==> src/hdl/rcpe_pkg.sv <==
package rcpe_pkg;

    // Grid geometry: data bit (r*GRID_SIDE + c) sits at row r, column c
    localparam int GRID_SIDE = 7;

    localparam int CHUNK_W = 56;
    localparam int CODE_W  = 64;
    localparam int DATA_W  = GRID_SIDE * GRID_SIDE;
    localparam int PAR_W   = 2 * GRID_SIDE + 1;

    // Spare bits that each chunk leaves over for the next word
    localparam int SPARE_PER_CHUNK = CHUNK_W - DATA_W;

    // Index of the chunk that closes a run (two codewords come out of it)
    localparam int LAST_PHASE = (DATA_W + SPARE_PER_CHUNK - 1) / SPARE_PER_CHUNK - 1;
    localparam int PHASE_W    = 3;

    typedef logic [CHUNK_W-1:0] chunk_t;
    typedef logic [CODE_W-1:0]  code_t;
    typedef logic [DATA_W-1:0]  data_t;
    typedef logic [PHASE_W-1:0] phase_t;

endpackage

==> src/hdl/rcpe_ifs.sv <==
interface rcpe_in_if;
    logic                   valid;
    logic                   ready;
    rcpe_pkg::chunk_t       chunk_bits;

    modport source (output valid, output chunk_bits, input ready);
    modport sink   (input valid, input chunk_bits, output ready);
endinterface

interface rcpe_out_if;
    logic                   valid;
    logic                   ready;
    rcpe_pkg::code_t        codeword;
    logic                   last_of_run;

    modport source (output valid, output codeword, output last_of_run, input ready);
    modport sink   (input valid, input codeword, input last_of_run, output ready);
endinterface

==> src/hdl/rcpe_parity.sv <==
module rcpe_parity (
    input  rcpe_pkg::data_t data,
    output rcpe_pkg::code_t codeword
);

    logic [rcpe_pkg::GRID_SIDE-1:0] row_par;
    logic [rcpe_pkg::GRID_SIDE-1:0] col_par;
    logic                           corner;

    // Row and column parities over the grid, corner over the column parities
    always_comb
    begin
        row_par = '0;
        col_par = '0;
        for (int r = 0; r < rcpe_pkg::GRID_SIDE; r++)
        begin
            for (int c = 0; c < rcpe_pkg::GRID_SIDE; c++)
            begin
                row_par[r] = row_par[r] ^ data[r * rcpe_pkg::GRID_SIDE + c];
                col_par[r] = col_par[r] ^ data[c * rcpe_pkg::GRID_SIDE + r];
            end
        end
        corner = ^col_par;
    end

    // Data low, parity above, filling the codeword width exactly
    assign codeword = rcpe_pkg::CODE_W'({corner, col_par, row_par, data});

endmodule

==> src/hdl/row_column_parity_encoder.sv <==
// Two-dimensional row/column parity encoder. Each accepted 56-bit chunk
// (first byte in bits 7:0) is regrouped with bits held from earlier chunks
// into a 49-bit data word, which leaves as a 64-bit codeword with 7 row
// parities, 7 column parities and a corner parity in bits 63:49. The seventh
// chunk of a run also releases the held bits as a second codeword, then the
// run restarts. last_of_run marks the final codeword caused by each chunk.
// Throughput is one chunk per cycle while the output is not stalled; the
// seventh chunk of a run holds the input stage while its second codeword
// moves into the output register. A chunk's first codeword passes through
// the input stage and then the output register.
module row_column_parity_encoder (
    input  logic              clk,
    input  logic              rst_n,
    rcpe_in_if.sink           chunk_ch,
    rcpe_out_if.source        code_ch
);

    // Run state
    rcpe_pkg::phase_t phase_reg;
    rcpe_pkg::data_t  spare_reg;

    // Word stage
    logic             a_valid_reg;
    logic             a_two_reg;
    logic             a_sub_reg;
    rcpe_pkg::data_t  a_data_reg;
    rcpe_pkg::data_t  a_extra_reg;

    // Output register
    logic             o_valid_reg;
    logic             o_last_reg;
    rcpe_pkg::code_t  o_code_reg;

    logic             in_fire;
    logic             o_load;
    logic             a_done;
    logic             is_final;
    rcpe_pkg::data_t  word_next;
    rcpe_pkg::data_t  spare_next;
    rcpe_pkg::data_t  a_word;
    rcpe_pkg::code_t  o_code_next;

    // Handshake
    assign in_fire  = chunk_ch.valid && chunk_ch.ready;
    assign o_load   = a_valid_reg && (!o_valid_reg || code_ch.ready);
    assign a_done   = o_load && (!a_two_reg || a_sub_reg);
    assign chunk_ch.ready = !a_valid_reg || a_done;

    assign is_final = (phase_reg == rcpe_pkg::phase_t'(rcpe_pkg::LAST_PHASE));

    // Regroup: held bits lead, top of the chunk follows; low chunk bits are held
    always_comb
    begin
        word_next  = '0;
        spare_next = '0;
        for (int p = 0; p <= rcpe_pkg::LAST_PHASE; p++)
        begin
            if (phase_reg == rcpe_pkg::phase_t'(p))
            begin
                word_next = rcpe_pkg::DATA_W'(chunk_ch.chunk_bits >>
                                ((p + 1) * rcpe_pkg::SPARE_PER_CHUNK))
                          | (spare_reg << (rcpe_pkg::DATA_W
                                - p * rcpe_pkg::SPARE_PER_CHUNK));
                spare_next = rcpe_pkg::DATA_W'(chunk_ch.chunk_bits
                          & ({rcpe_pkg::CHUNK_W{1'b1}} >> (rcpe_pkg::CHUNK_W
                                - (p + 1) * rcpe_pkg::SPARE_PER_CHUNK)));
            end
        end
    end

    // Advance run state and word stage control
    always_ff @(posedge clk or negedge rst_n)
    begin
        if (!rst_n)
        begin
            phase_reg   <= '0;
            spare_reg   <= '0;
            a_valid_reg <= 1'b0;
            a_two_reg   <= 1'b0;
            a_sub_reg   <= 1'b0;
        end
        else
        begin
            if (in_fire)
            begin
                a_valid_reg <= 1'b1;
                a_two_reg   <= is_final;
                a_sub_reg   <= 1'b0;
                if (is_final)
                begin
                    phase_reg <= '0;
                    spare_reg <= '0;
                end
                else
                begin
                    phase_reg <= phase_reg + 1'b1;
                    spare_reg <= spare_next;
                end
            end
            else if (a_done)
            begin
                a_valid_reg <= 1'b0;
            end
            else if (o_load)
            begin
                a_sub_reg <= 1'b1;
            end
        end
    end

    // Hold word stage payload
    always_ff @(posedge clk)
    begin
        if (in_fire)
        begin
            a_data_reg  <= word_next;
            a_extra_reg <= spare_next;
        end
    end

    // Encode the pending word
    assign a_word = a_sub_reg ? a_extra_reg : a_data_reg;

    rcpe_parity u_parity (
        .data     (a_word),
        .codeword (o_code_next)
    );

    // Output register valid
    always_ff @(posedge clk or negedge rst_n)
    begin
        if (!rst_n)
        begin
            o_valid_reg <= 1'b0;
        end
        else if (o_load)
        begin
            o_valid_reg <= 1'b1;
        end
        else if (code_ch.ready)
        begin
            o_valid_reg <= 1'b0;
        end
    end

    // Output register payload
    always_ff @(posedge clk)
    begin
        if (o_load)
        begin
            o_code_reg <= o_code_next;
            o_last_reg <= !a_two_reg || a_sub_reg;
        end
    end

    assign code_ch.valid       = o_valid_reg;
    assign code_ch.codeword    = o_code_reg;
    assign code_ch.last_of_run = o_last_reg;

endmodule

==> src/flat_wrapper.sv <==
// flat-port wrapper written by rule: the top's interface ports become plain ports
module row_column_parity_encoder_flat 
  (clk, rst_n, chunk_ch_valid, chunk_ch_chunk_bits, chunk_ch_ready, code_ch_valid, code_ch_codeword, code_ch_last_of_run, code_ch_ready);
  rcpe_in_if chunk_ch_i ();
  rcpe_out_if code_ch_i ();
  input  logic clk;
  input  logic rst_n;
  input wire logic [$bits(chunk_ch_i.valid)-1:0] chunk_ch_valid;
  input wire logic [$bits(chunk_ch_i.chunk_bits)-1:0] chunk_ch_chunk_bits;
  output wire logic [$bits(chunk_ch_i.ready)-1:0] chunk_ch_ready;
  output wire logic [$bits(code_ch_i.valid)-1:0] code_ch_valid;
  output wire logic [$bits(code_ch_i.codeword)-1:0] code_ch_codeword;
  output wire logic [$bits(code_ch_i.last_of_run)-1:0] code_ch_last_of_run;
  input wire logic [$bits(code_ch_i.ready)-1:0] code_ch_ready;
  assign chunk_ch_i.valid = chunk_ch_valid;
  assign chunk_ch_i.chunk_bits = chunk_ch_chunk_bits;
  assign chunk_ch_ready = chunk_ch_i.ready;
  assign code_ch_valid = code_ch_i.valid;
  assign code_ch_codeword = code_ch_i.codeword;
  assign code_ch_last_of_run = code_ch_i.last_of_run;
  assign code_ch_i.ready = code_ch_ready;
  row_column_parity_encoder u_core (.clk(clk), .rst_n(rst_n), .chunk_ch(chunk_ch_i), .code_ch(code_ch_i));
endmodule
==> config.mk <==
export PLATFORM = sky130hd
export DESIGN_NAME = row_column_parity_encoder_flat
export DESIGN_NICKNAME = d
export VERILOG_FILES = /design/src/hdl/rcpe_pkg.sv /design/src/hdl/rcpe_ifs.sv /design/src/hdl/rcpe_parity.sv /design/src/hdl/row_column_parity_encoder.sv /design/src/flat_wrapper.sv
export SDC_FILE = /design/constraint.sdc
export NUM_CORES = 1
export LEC_CHECK = 0
export ABC_AREA = 1
export BUFFER_PORTS_ARGS = -buffer_cell sky130_fd_sc_hd__clkbuf_2
export CAP_MARGIN = 40
export CORE_UTILIZATION = 53
export CTS_CLUSTER_SIZE = 10
export DETAILED_ROUTE_END_ITERATION = 6
export HOLD_SLACK_MARGIN = 0.08
export PLACE_DENSITY = 0.8
export SLEW_MARGIN = 20
export SYNTH_ARGS = -nofsm -noshare
export SYNTH_HDL_FRONTEND = slang
export SYNTH_HIERARCHICAL = 1
export SYNTH_SLANG_ARGS = --single-unit
==> constraint.sdc <==
create_clock -name clk -period 4.46 [get_ports clk]
set_clock_uncertainty 0.1 [all_clocks]
set_input_delay 0.446 -clock clk [delete_from_list [all_inputs] [get_ports clk]]
set_output_delay 0.446 -clock clk [all_outputs]
set_load 0.05 [all_outputs]
# Yosys cells after proc, flatten, opt, wreduce, memory -nomap -nowiden
# Index checks and enable logic that the tools add are counted.
# word_totals
latch_bits	0
ramBits	0
out_inout_bits	67
regBits	212
memories	0
in_bits	60
romBits	0
word_cells	147
# classes
n_reduce_logical	15
mul	0
mux	24
shifts	0
n_bitwise	90
addsub	1
div	0
eq_ne	7
order_cmp	0
# op_table
op	count
2-to-1 mux 49 bit	14
bitwise XOR 1 bit	84
bitwise OR 14 x 49 -> 49 bit	1
bitwise OR 21 x 49 -> 49 bit	1
bitwise OR 28 x 49 -> 49 bit	1
bitwise OR 35 x 49 -> 49 bit	1
bitwise OR 42 x 49 -> 49 bit	1
bitwise OR 7 x 49 -> 49 bit	1
2-to-1 mux 42 bit	1
equality test 3 bit (second input constant)	3
2-to-1 mux 1 bit	7
2-to-1 mux 7 bit	1
parity 7 bit	1
equality test 3 x 2 -> 1 bit (second input constant)	2
nonzero test 2 bit	3
adder 3 x 1 -> 3 bit (second input constant)	1
equality test 3 x 1 -> 1 bit (second input constant)	1
logical AND 1 bit	3
logical NOT 1 bit	3
logical NOT 3 bit	1
logical OR 1 bit	3
2-to-1 mux 3 bit	1
inequality test 2 x 1 -> 1 bit (second input constant)	1
AND reduction 2 bit	1

# Depth between registers and ports, before layout
# Gate-level depths: netlist of run 1.
# logic_depth
word_depth	9
ltp_mapped	22
ltp_nobuf	19

# Modules after synthesis
# Netlist of run 1, hierarchy kept.
# modules_own_cells
module	n_inst	cells_per_inst	seq_area_each_um2	area_each_um2
row_column_parity_encoder	1	1341	6120.9	11433.5
rcpe_parity	1	347	0.0	1846.8

# Worst setup path after synthesis of run 1
# OpenSTA, ideal clock, no wires.
# synth_timing
path_type	register to register
start	register u_core.o_valid_reg (netlist: u_core/code_ch.valid)
end	register u_core.o_code_reg[0] (netlist: u_core/code_ch.codeword[0]) (enable)
period_less_slack_ns	4.150
path_slack_ns	0.310
setup_ns	0.488
arrival_time_ns	3.562
path_buffers	0
t_required_ns	3.872
stages_incl_launch_ff	4
path_cell_list	dfrtp_1 -> nand2_1 -> inv_1 -> nor2_1
# synth_between
elab_chain_len	3
# synth_lines
item	line_no	source
start: declaration	row_column_parity_encoder.sv:30	logic o_valid_reg;
start signal: assignment	row_column_parity_encoder.sv:134	o_valid_reg <= 1'b0;
start signal: assignment	row_column_parity_encoder.sv:138	o_valid_reg <= 1'b1;
start signal: assignment	row_column_parity_encoder.sv:142	o_valid_reg <= 1'b0;
logical NOT 1 bit	row_column_parity_encoder.sv:45	assign o_load = a_valid_reg && (!o_valid_reg || code_ch.ready);
logical OR 1 bit	row_column_parity_encoder.sv:45	
logical AND 1 bit	row_column_parity_encoder.sv:45	
via u_core.o_load	row_column_parity_encoder.sv:35	logic o_load;
end signal: assignment	row_column_parity_encoder.sv:151	o_code_reg <= o_code_next;
end: declaration	row_column_parity_encoder.sv:32	rcpe_pkg::code_t o_code_reg;
# The timed path passes the listed nets, and every way through them passes these cells.
# A chain may end at the register's enable or synchronous reset.

# Worst setup path after layout of run 1
# layout_timing
start	register u_core.phase_reg[1]
end	register u_core.a_data_reg[17] (data pin)
# layout_between
elab_chain_len	8
word_cells_on_any_way	14
classes_between	6 x eq/ne; 7 x mux; 1 x reduce/logical
# layout_lines
item	line_no	source
start: declaration	row_column_parity_encoder.sv:19	rcpe_pkg::phase_t phase_reg;
start signal: assignment	row_column_parity_encoder.sv:96	phase_reg <= phase_reg + 1'b1;
logical NOT 3 bit	row_column_parity_encoder.sv:58	if (phase_reg == rcpe_pkg::phase_t'(p))
2-to-1 mux 49 bit (6 in a row)	row_column_parity_encoder.sv:58	
2-to-1 mux 49 bit *	row_column_parity_encoder.sv:58	
via u_core.word_next[17]	row_column_parity_encoder.sv:38	rcpe_pkg::data_t word_next;
end signal: assignment	row_column_parity_encoder.sv:116	a_data_reg <= word_next;
end: declaration	row_column_parity_encoder.sv:26	rcpe_pkg::data_t a_data_reg;
# The timed path passes the listed nets; every way through them passes the cells marked *.

==> results of run 1 <==
## kinds of logic after synthesis
kind of cell | after synthesis | synth area share [%]
buffers and inverters | 309 | 11.9
adders and majority gates | 1 | 0.0942
AOI/OAI and AO/OA | 252 | 11.0
DFF | 212 | 46.1
xor gates and xnor gates | 50 | 3.30
and+or+nand+nor | 864 | 27.6
## repair_timing
action,in CTS,in global routing
hold endpoints to repair,49,0
setup buffers,0,0
hold buffers,1,0
## final cells by class
class / instances / area (µm²)
Sequential cell: 212 / 6120
Multi-Input combinational cell: 1167 / 5590
Clock inverter: 1 / 5.00
Inverter: 154 / 586
Tap cell: 324 / 405
Fill cell: 2211 / 10100
Clock buffer: 43 / 703
Timing Repair Buffer: 150 / 936
## placed cells by master (no fill, tap or decap), types with 9 or more instances in the layout
cell type,count
nand2_1,627
edfxtp_1,163
a21oi_1,147
inv_1,140
nand3_1,140
clkbuf_2,126
nand4_1,49
dfrtp_1,48
o21ai_1,45
clkbuf_16,25
xor2_1,25
xnor2_1,25
nor2_1,21
o22ai_2,20
clkbuf_1,17
o21ai_0,15
buf_4,15
inv_2,11
nand2_2,10
o22ai_1,9
## worst reg2reg max path: cells and delay by family, from the launching register on
| family | cells | cell delay (ns) |
|---|---|---|
| and+or+nand+nor | 3 | 0.36 |
| AOI/OAI and AO/OA | 1 | 0.07 |
| DFF | 1 | 0.77 |
| buffers and inverters | 4 | 1.35 |
## worst max path at each step
stage	from	to	slack [ns]
after floorplan	u_core/code_ch.valid	u_core/code_ch.codeword[0]	0.31
after global placement	u_core/phase_reg[1]	u_core/a_data_reg[5]	1.44
after detailed placement	u_core/phase_reg[1]	u_core/a_data_reg[17]	1.64
after CTS	u_core/phase_reg[1]	u_core/a_data_reg[17]	1.62
after global routing	u_core/a_sub_reg	u_core/code_ch.codeword[63]	1.44
final	u_core/phase_reg[1]	u_core/a_data_reg[17]	1.55
## per-layer routing
metal	GRT usage [%]	wire length, µm	vias to the layer above
li1	-	-	5555
met2	45.3	17100	828
met1	45.3	16500	5450
met4	8.79	1030	2
met5	0	13	-
met3	8.06	5570	81
## stage by stage
| step | hold slack, ns | cell area (µm²) | setup WS, ns | cells | util (%) |
|---|---|---|---|---|---|
| floorplan | 0.0504 | 13300 | 0.310 | 1688 | - |
| global placement | 0.365 | 13500 | 1.44 | 2001 | 55.2 |
| detailed placement | 0.370 | 13600 | 1.64 | 2006 | 55.7 |
| CTS | 0.123 | 14300 | 1.62 | 2051 | 58.7 |
| global route | 0.134 | 14300 | 1.44 | 2051 | 58.7 |
| finish | 0.135 | 14300 | 1.55 | 2051 | 58.7 |
==> results.toml, run 1 <==
[sta]
rsz0062_at_grt = "no"
post-route-min-period_ns = 2.91
fin_setup_tns_ns = 0
relSlewSlack_pct = 47.2
fin_crit_sh_pct = 65.2
tightest_slew_ns = 0.792
slew_viol_final = 0
fmax_mhz = 344
hold_viol_final = 0
setup_violations = 0

[yosys]
syn_avg_cell_area_um2 = 7.87
synth_top_area_share_pct = 36.9
synth_most_common_cell = "nand2_1"
synthDistinctLibCells = 34
synth_common_cells = "nand2_1 (627), edfxtp_1 (163), a21oi_1 (147)"
netlist_instances = 1688
syn_area_um2 = 13300
synth.net_count = 1749
synth.largest_area_cell = "edfxtp_1"
synth_area_leaders = "edfxtp_1 (37%), nand2_1 (18%), dfrtp_1 (9.2%), a21oi_1 (5.5%), nand3_1 (5.3%)"
yosys_most_used_dff = "edfxtp_1"
yosysSeqAreaShare_pct = 46.1
synth-edff-count = 163
synth-seq-cells = 212
synth-async-reset-ratio_pct = 23.1
synth_warnings = 6

[floorplan]
initial_core_util_pct = 54.3
core-area_um2 = 24500
die_h_um = 160
die_w_um = 160
dieArea_um2 = 25700
pin_count = 127
std_cell_rows = 57

[clock_network]
clockBufferDepth = 3
numCtsBuffers = 25
insertion_delay_ns = 0.52
cts_sinks = 212
cts_tree = "built"
clk_pin_slew_ns = 0.06
ctsResizeCount = 0
cts-root-buf = "clkbuf_16"
htree_levels = 1

[worst_setup_path]
start_kind = "register"
r2r_end = "u_core/a_data_reg[17]"
slowest_delay_ns = 0.77
r2r-start = "u_core/phase_reg[1]"
crit_type = "register to register"
regToRegSetupSlack_ns = 1.55
worst_r2r_path_depth = 8
path_buf_inv = 4
cp.required_ns = 4.62
cpLargestDelayFamily = "buffers and inverters"
crit_slowest_cell = "dfrtp_1"
cp-end-kind = "register"
cp_cell_sequence = "buf_4 > nand3_4 > inv_2 > buf_16 > buf_4 > a21oi_1 > nand2_1 > nand2_1"
cp_max_fo = 25
crit_cells = 8
cp.arrival_ns = 3.07

[outcome]
violations = "DRC"
status = "complete, but fails checks"

[job]
cap_violations = 0

[placed_design]
portBuffers = 126
place_congestion = 0.972
dp_hpwl_mm = 27.5

[cells_and_area]
largest_register_ff_count = 64
antenna_cells = 0
area_growth_pct = 8.05
drive_gt1_share_pct = 13.5
nets = 1771

[routing]
drc = 5
wire_per_inst_um = 19.6
first_pass_iters = 7
drt_iter0_drc = 1718
vias_per_cell = 5.81
antenna_left = 0
vias = 11900
drt-total-wl_mm = 40.2

[min_path]
min_to = "u_core/spare_reg[2]"
hold_class = "input port to register"
worstHoldStart = "chunk_ch_chunk_bits[2]"
min_path_cells = 3

[grt]
grt_max_degree = 91
grt.total_usage_pct = 31.0
grt_pass1_wl_mm = 62.5
grt_pass1_vias = 10900
grt_antenna_before_repair = 1
grt.overflow.total = 0
Power of run 1 is left out: the tool's default activity adds up to more than one toggle a clock period on the data nets, which glitch-free logic cannot reach.
==> run 2: changes to the inputs <==
--- a/config.mk
+++ b/config.mk
@@ -5,14 +5,14 @@
 export SDC_FILE = /design/constraint.sdc
 export NUM_CORES = 1
 export LEC_CHECK = 0
-export ABC_AREA = 1
+export ABC_AREA = 0
 export BUFFER_PORTS_ARGS = -buffer_cell sky130_fd_sc_hd__clkbuf_2
 export CAP_MARGIN = 40
 export CORE_UTILIZATION = 53
 export CTS_CLUSTER_SIZE = 10
 export DETAILED_ROUTE_END_ITERATION = 6
 export HOLD_SLACK_MARGIN = 0.08
-export PLACE_DENSITY = 0.8
+export PLACE_DENSITY = 0.83
 export SLEW_MARGIN = 20
 export SYNTH_ARGS = -nofsm -noshare
 export SYNTH_HDL_FRONTEND = slang
==> constraint.sdc (replaced) <==
create_clock -name clk -period 2.57 [get_ports clk]
set_clock_uncertainty 0.1 [all_clocks]
set_input_delay 0.257 -clock clk [delete_from_list [all_inputs] [get_ports clk]]
set_output_delay 0.257 -clock clk [all_outputs]
set_load 0.05 [all_outputs]
==> run 2 against run 1 <==
  * The run ends with setup timing left
  * Register-to-register slack got worse by 1.7 ns
  * Routed wire length fell by 1.5%
  * Area after synthesis fell by 5.6%
  * Via count fell by 12%
  * Sequential share of layout area fell by 1.8 points
  * Cell area rose by 4.6%
  * Non-clock buffer count rose by 130
  * First-iteration DRC count fell by 2.4%
==> results.toml, run 2 <==
[yosys]
synth-seq-cells = 212
synth.largest_area_cell = "edfxtp_1"
syn_avg_cell_area_um2 = 11.3
synth.net_count = 1174
syn_area_um2 = 12500
synth-async-reset-ratio_pct = 23.1
yosys_most_used_dff = "edfxtp_1"
synth_warnings = 6
synthDistinctLibCells = 54
synth_most_common_cell = "edfxtp_1"
synth_area_leaders = "edfxtp_1 (39%), dfrtp_1 (9.8%), mux2_2 (7.2%), xnor2_1 (4.1%), o21ai_0 (3.8%)"
synth_top_area_share_pct = 39.0
yosysSeqAreaShare_pct = 48.8
netlist_instances = 1113
synth_common_cells = "edfxtp_1 (163), o21ai_0 (94), mux2_2 (80)"
synth-edff-count = 163

[cells_and_area]
final_area_um2 = 15000
final_cell_mix = "edfxtp_1 (163), clkbuf_2 (125), o21ai_0 (94), buf_4 (92), mux2_2 (79)"
drive_gt1_share_pct = 28.3
final_common_cell = "edfxtp_1"
postLayoutCoreUtil_pct = 65.5
nets = 1336
area_growth_pct = 19.7
largest_register_ff_count = 64
fillCellCount = 1682

[power]
p_per_area_nw_per_um2 = 1740
ir_drop_mv = 0.972
leakage_uw = 0.00597

[sta]
fmax_mhz = 374
relSlewSlack_pct = 46.9
fin_crit_sh_pct = 104
rsz0062_at_grt = "yes"
slew_viol_final = 0
setup_violations = 1
setup_slack_ns = -0.106
tightest_slew_ns = 0.796
hold_viol_final = 0
post-route-min-period_ns = 2.68

[floorplan]
die_h_um = 156
core-area_um2 = 22900
pin_count = 127
die_w_um = 156
dieArea_um2 = 24300
initial_core_util_pct = 54.7
std_cell_rows = 55

[placed_design]
postPlaceCellArea_um2 = 13700
place_congestion = 0.981
pre_cts_ws_ns = -0.0802
dp_hpwl_mm = 27.0
portBuffers = 126

[worst_setup_path]
cp.required_ns = 2.76
start_kind = "register"
crit_type = "register to register"
worst_r2r_path_depth = 6
r2r-start = "u_core/a_sub_reg"
cp_max_fo = 15
r2r_end = "u_core/code_ch.codeword[63]"
cp.arrival_ns = 2.86
regToRegSetupSlack_ns = -0.11
cp-end-kind = "register"

[clock_network]
insertion_delay_ns = 0.55
clk_pin_slew_ns = 0.06
clockBufferDepth = 3
cts_sinks = 212
cts_tree = "built"
postCtsSetupBuffers = 0
htree_levels = 1
cts-root-buf = "clkbuf_16"
numCtsBuffers = 26

[routing]
drc = 0
wire_per_inst_um = 24.6
drt_iter0_drc = 1677
vias_per_cell = 6.50
antenna_left = 0
drt-total-wl_mm = 39.6
first_pass_iters = 5
vias = 10500

[job]
cap_violations = 0

[outcome]
violations = "setup timing"
status = "complete, but fails checks"

[grt]
grt_pass1_vias = 9492
grt.overflow.total = 0
grt_max_degree = 112
grt.total_usage_pct = 32.7
grt_pass1_wl_mm = 59.3
grt_antenna_before_repair = 1

[min_path]
worstHoldStart = "chunk_ch_chunk_bits[42]"
min_path_cells = 2
min_to = "u_core/a_extra_reg[42]"
hold_class = "input port to register"
-- run 2: cells by family (layout without fill, tap and decap cells) --
family                     Yosys count  in the layout  synth area share [%]
AOI/OAI and AO/OA                  336            336                  18.1
muxes                              108            108                  9.42
adders and majority gates            1              1                0.0998
xor gates and xnor gates            74             74                  6.94
other                                0              1                     0
DFF                                212            212                  48.8
buffers and inverters              205            387                  8.56
and+or+nand+nor                    177            177                  8.10
-- run 2: cell type report --
| class | instances | area [µm²] | share of cell area [%] |
|---|---|---|---|
| Sequential cell | 212 | 6130 | 40.8 |
| Multi-Input combinational cell | 696 | 5380 | 35.8 |
| Timing Repair Buffer | 280 | 2080 | 13.9 |
| Clock buffer | 44 | 738 | 4.92 |
| Tap cell | 313 | 392 | 2.61 |
| Inverter | 59 | 228 | 1.52 |
| Clock inverter | 4 | 60.1 | 0.400 |
| Antenna cell | 1 | 2.50 | 0.0167 |
-- run 2: worst max path at each step --
stage	from	end	slack (ns)
after floorplan	u_core/a_sub_reg	u_core/code_ch.codeword[63]	-0.02
after CTS	u_core/a_sub_reg	u_core/code_ch.codeword[63]	-0.09
after global routing	u_core/a_sub_reg	u_core/code_ch.codeword[63]	-0.20
after detailed placement	u_core/a_sub_reg	u_core/code_ch.codeword[63]	-0.08
final	u_core/a_sub_reg	u_core/code_ch.codeword[63]	-0.11
after global placement	u_core/a_sub_reg	u_core/code_ch.codeword[63]	-0.02
-- run 2: where the power goes --
group,total (µW),switching [µW],internal [µW]
clock network,3450,1410,2050
registers,6580,731,5840
logic,16100,8800,7320
total,26100,10900,15200
-- run 2: metal layers --
layer	track usage (%)	wire length [µm]
met4	12.2	1810
met2	50.1	17500
met3	7.42	5350
met5	0.621	0
met1	45.1	14900
-- run 2: critical path: stages (launching register included) --
cell and delay, ns:
dfrtp_2 0.44, bufbuf_16 0.33, mux2_2 0.37, xnor2_1 0.18, xnor3_1 0.40, xnor2_1 0.20
xnor3_1 0.41
-- run 2: what timing repair did --
| item | CTS | global route |
|---|---|---|
| resized for setup | 1 | 4 |
| endpoints found under the hold margin | 125 | 0 |
| gates cloned | 1 | 0 |
| setup endpoints to repair | 1 | 3 |
| pin swaps | 0 | 0 |
| hold buffers | 49 | 0 |
-- run 2: per-stage QoR --
stage	setup TNS, ns	instances	power, µW	hold slack (ns)
6_report	-0.106	1609	26100	0.117
5_1_grt	-0.197	1608	27100	0.0995
4_1_cts	-0.0919	1608	25600	0.0840
3_5_place_dp	-0.0802	1510	21900	0.183
3_3_place_gp	-0.0216	1510	21700	0.176
2_1_floorplan	-0.0211	1113	18200	-0.139
Power figures use the tool's default switching activity.
==> run 3: changes to the inputs <==
--- a/config.mk
+++ b/config.mk
@@ -6,13 +6,13 @@
 export NUM_CORES = 1
 export LEC_CHECK = 0
 export ABC_AREA = 0
-export BUFFER_PORTS_ARGS = -buffer_cell sky130_fd_sc_hd__clkbuf_2
 export CAP_MARGIN = 40
 export CORE_UTILIZATION = 53
 export CTS_CLUSTER_SIZE = 10
 export DETAILED_ROUTE_END_ITERATION = 6
+export DONT_BUFFER_PORTS = 1
 export HOLD_SLACK_MARGIN = 0.08
-export PLACE_DENSITY = 0.83
+export PLACE_DENSITY = 0.78
 export SLEW_MARGIN = 20
 export SYNTH_ARGS = -nofsm -noshare
 export SYNTH_HDL_FRONTEND = slang
==> run 3 against run 2 <==
  * The run still ends with setup timing left
  * Die area unchanged
  * Clock-buffer cell count did not move
  * Sequential share of layout area increased by 0.27 points
  * Flip-flop and latch count stayed put
  * Sequential power is 21% higher
  * First-iteration DRC count shrank 7.6%
  * Global-route usage increased by 1.6 points
  * Register-to-register slack got worse by 0.02 ns
  * Worst setup slack worse by 0.018 ns
  * Cell area is 0.65% lower
  * Routed wire length is 7.2% higher
  * Critical path type unchanged
  * Critical endpoint unchanged
  * Largest power group unchanged
==> results.toml, run 3 (synthesized netlist as in run 2, its figures left out) <==
[outcome]
status = "complete, but fails checks"
violations = "setup timing"

[clock_network]
cts-root-buf = "clkbuf_16"
cts_tree = "built"
clk_pin_slew_ns = 0.06
cts_sinks = 212
insertion_delay_ns = 0.55
htree_levels = 1
numCtsBuffers = 26
clockBufferDepth = 3

[power]
leakage_uw = 0.00561
p_per_area_nw_per_um2 = 1760
ir_drop_mv = 1.33

[floorplan]
die_w_um = 156
pin_count = 127
std_cell_rows = 55
dieArea_um2 = 24300
core-area_um2 = 22900
initial_core_util_pct = 54.7
die_h_um = 156

[worst_setup_path]
cp-end-kind = "register"
slowest_delay_ns = 0.43
cp.arrival_ns = 2.88
cp.required_ns = 2.76
crit_type = "register to register"
cp_max_fo = 21
cpLargestDelayFamily = "XOR/XNOR gates"
start_kind = "register"
crit_slowest_cell = "dfrtp_2"
cp_cell_sequence = "buf_12 > buf_4 > mux2_2 > xnor2_2 > xnor3_1 > xnor2_2 > xnor3_1"
path_buf_inv = 2

[routing]
drc = 0
first_pass_iters = 6
vias_per_cell = 6.65
drt_iter0_drc = 1549
wire_per_inst_um = 27.8
antenna_left = 0
vias = 10200
drt-total-wl_mm = 42.5

[sta]
fin_crit_sh_pct = 105
tightest_slew_ns = 0.849
fmax_mhz = 371
rsz0062_at_grt = "yes"
whs_ns = 0.0927
post-route-min-period_ns = 2.69
setup_slack_ns = -0.124
slew_viol_final = 0
relSlewSlack_pct = 43.2
hold_viol_final = 0
setup_violations = 1

[cells_and_area]
drive_gt1_share_pct = 20.8
final_common_cell = "edfxtp_1"
final_cell_mix = "edfxtp_1 (163), o21ai_0 (94), buf_4 (91), dlygate4sd3_1 (84), mux2_2 (78)"
nets = 1253
largest_register_ff_count = 64
area_growth_pct = 18.9
final_area_um2 = 14900

[placed_design]
postPlaceCellArea_um2 = 13100
place_congestion = 0.958
portBuffers = 0
dp_hpwl_mm = 27.3

[job]
cap_violations = 0

[grt]
grt_max_degree = 111
grt_antenna_before_repair = 3
grt_pass1_wl_mm = 61.0
grt.total_usage_pct = 34.3
grt_pass1_vias = 9502
grt.overflow.total = 0

[min_path]
hold_class = "input port to register"
run 3: cell types whose count changed in the layout (fill, tap and decap cells not counted), sizes merged, moves of 2 or more:
cell         previous run  this run
dlygate4sd3            49        84
buf                   105       110
clkbuf                169        47
clkinv                  4         2
run 3: area by class of cell:
type / instances / area, µm²
diodes: 2 / 5.00
clock buffers: 44 / 738
clock inverters: 4 / 57.6
fillers: 1701 / 8000
inverters: 59 / 228
multi-input cells: 696 / 5400
flip-flops and latches: 212 / 6130
well taps: 313 / 392
repair buffers: 197 / 1960
run 3: routing by layer:
metal / share of wire (%) / track usage, % / vias to the layer above
met5: 0.071 / 0 / -
met4: 4.6 / 13.3 / 4
met3: 13 / 8.64 / 161
met2: 45 / 52.7 / 799
met1: 37 / 46.6 / 4869
li1: - / - / 4322
run 3: path summary, 6_finish.rpt:
kind	from	end	slack, ns	cells past startpoint
setup / recovery	u_core/a_sub_reg	u_core/code_ch.codeword[63]	-0.12	7
hold / removal	chunk_ch_chunk_bits[48]	u_core/a_data_reg[20]	0.09	3
setup reg to reg	u_core/a_sub_reg	u_core/code_ch.codeword[63]	-0.12	7
hold reg to reg	u_core/a_valid_reg	u_core/code_ch.valid	0.39	1
max in group asynchronous	rst_n	u_core/phase_reg[0]	1.95	2
min in group asynchronous	rst_n	u_core/spare_reg[17]	0.15	2
run 3: power by group:
group | switching, µW | leakage, µW | internal [µW]
combinational | 7490 | 0.00301 | 7340
clock | 1440 | 0.000376 | 2040
sequential | 2110 | 0.00222 | 5870
total | 11000 | 0.00561 | 15300
run 3: metrics by stage:
step | setup slack, ns | cells | setup TNS [ns] | power, µW | util, %
detailed placement | -0.0854 | 1386 | -0.0854 | 21600 | 57.0
global placement | -0.0328 | 1385 | -0.0328 | 21400 | 57.0
floorplan | -0.0211 | 1113 | -0.0211 | 18200 | -
CTS | -0.0746 | 1520 | -0.0746 | 25300 | 64.4
finish | -0.124 | 1527 | -0.124 | 26300 | 65.1
global route | -0.192 | 1525 | -0.192 | 27100 | 65.1
run 3: what timing repair did:
item / CTS / global route
setup buffers: 0 / 2
resized for setup: 3 / 11
setup endpoints to repair: 1 / 10
gates cloned: 0 / 3
endpoints found under the hold margin: 161 / 0
hold buffers: 86 / 0
run 3: tightest hold or removal path, stage by stage:
cell and delay, ns:
inv_1 0.03, a221oi_1 0.08, a21o_1 0.18
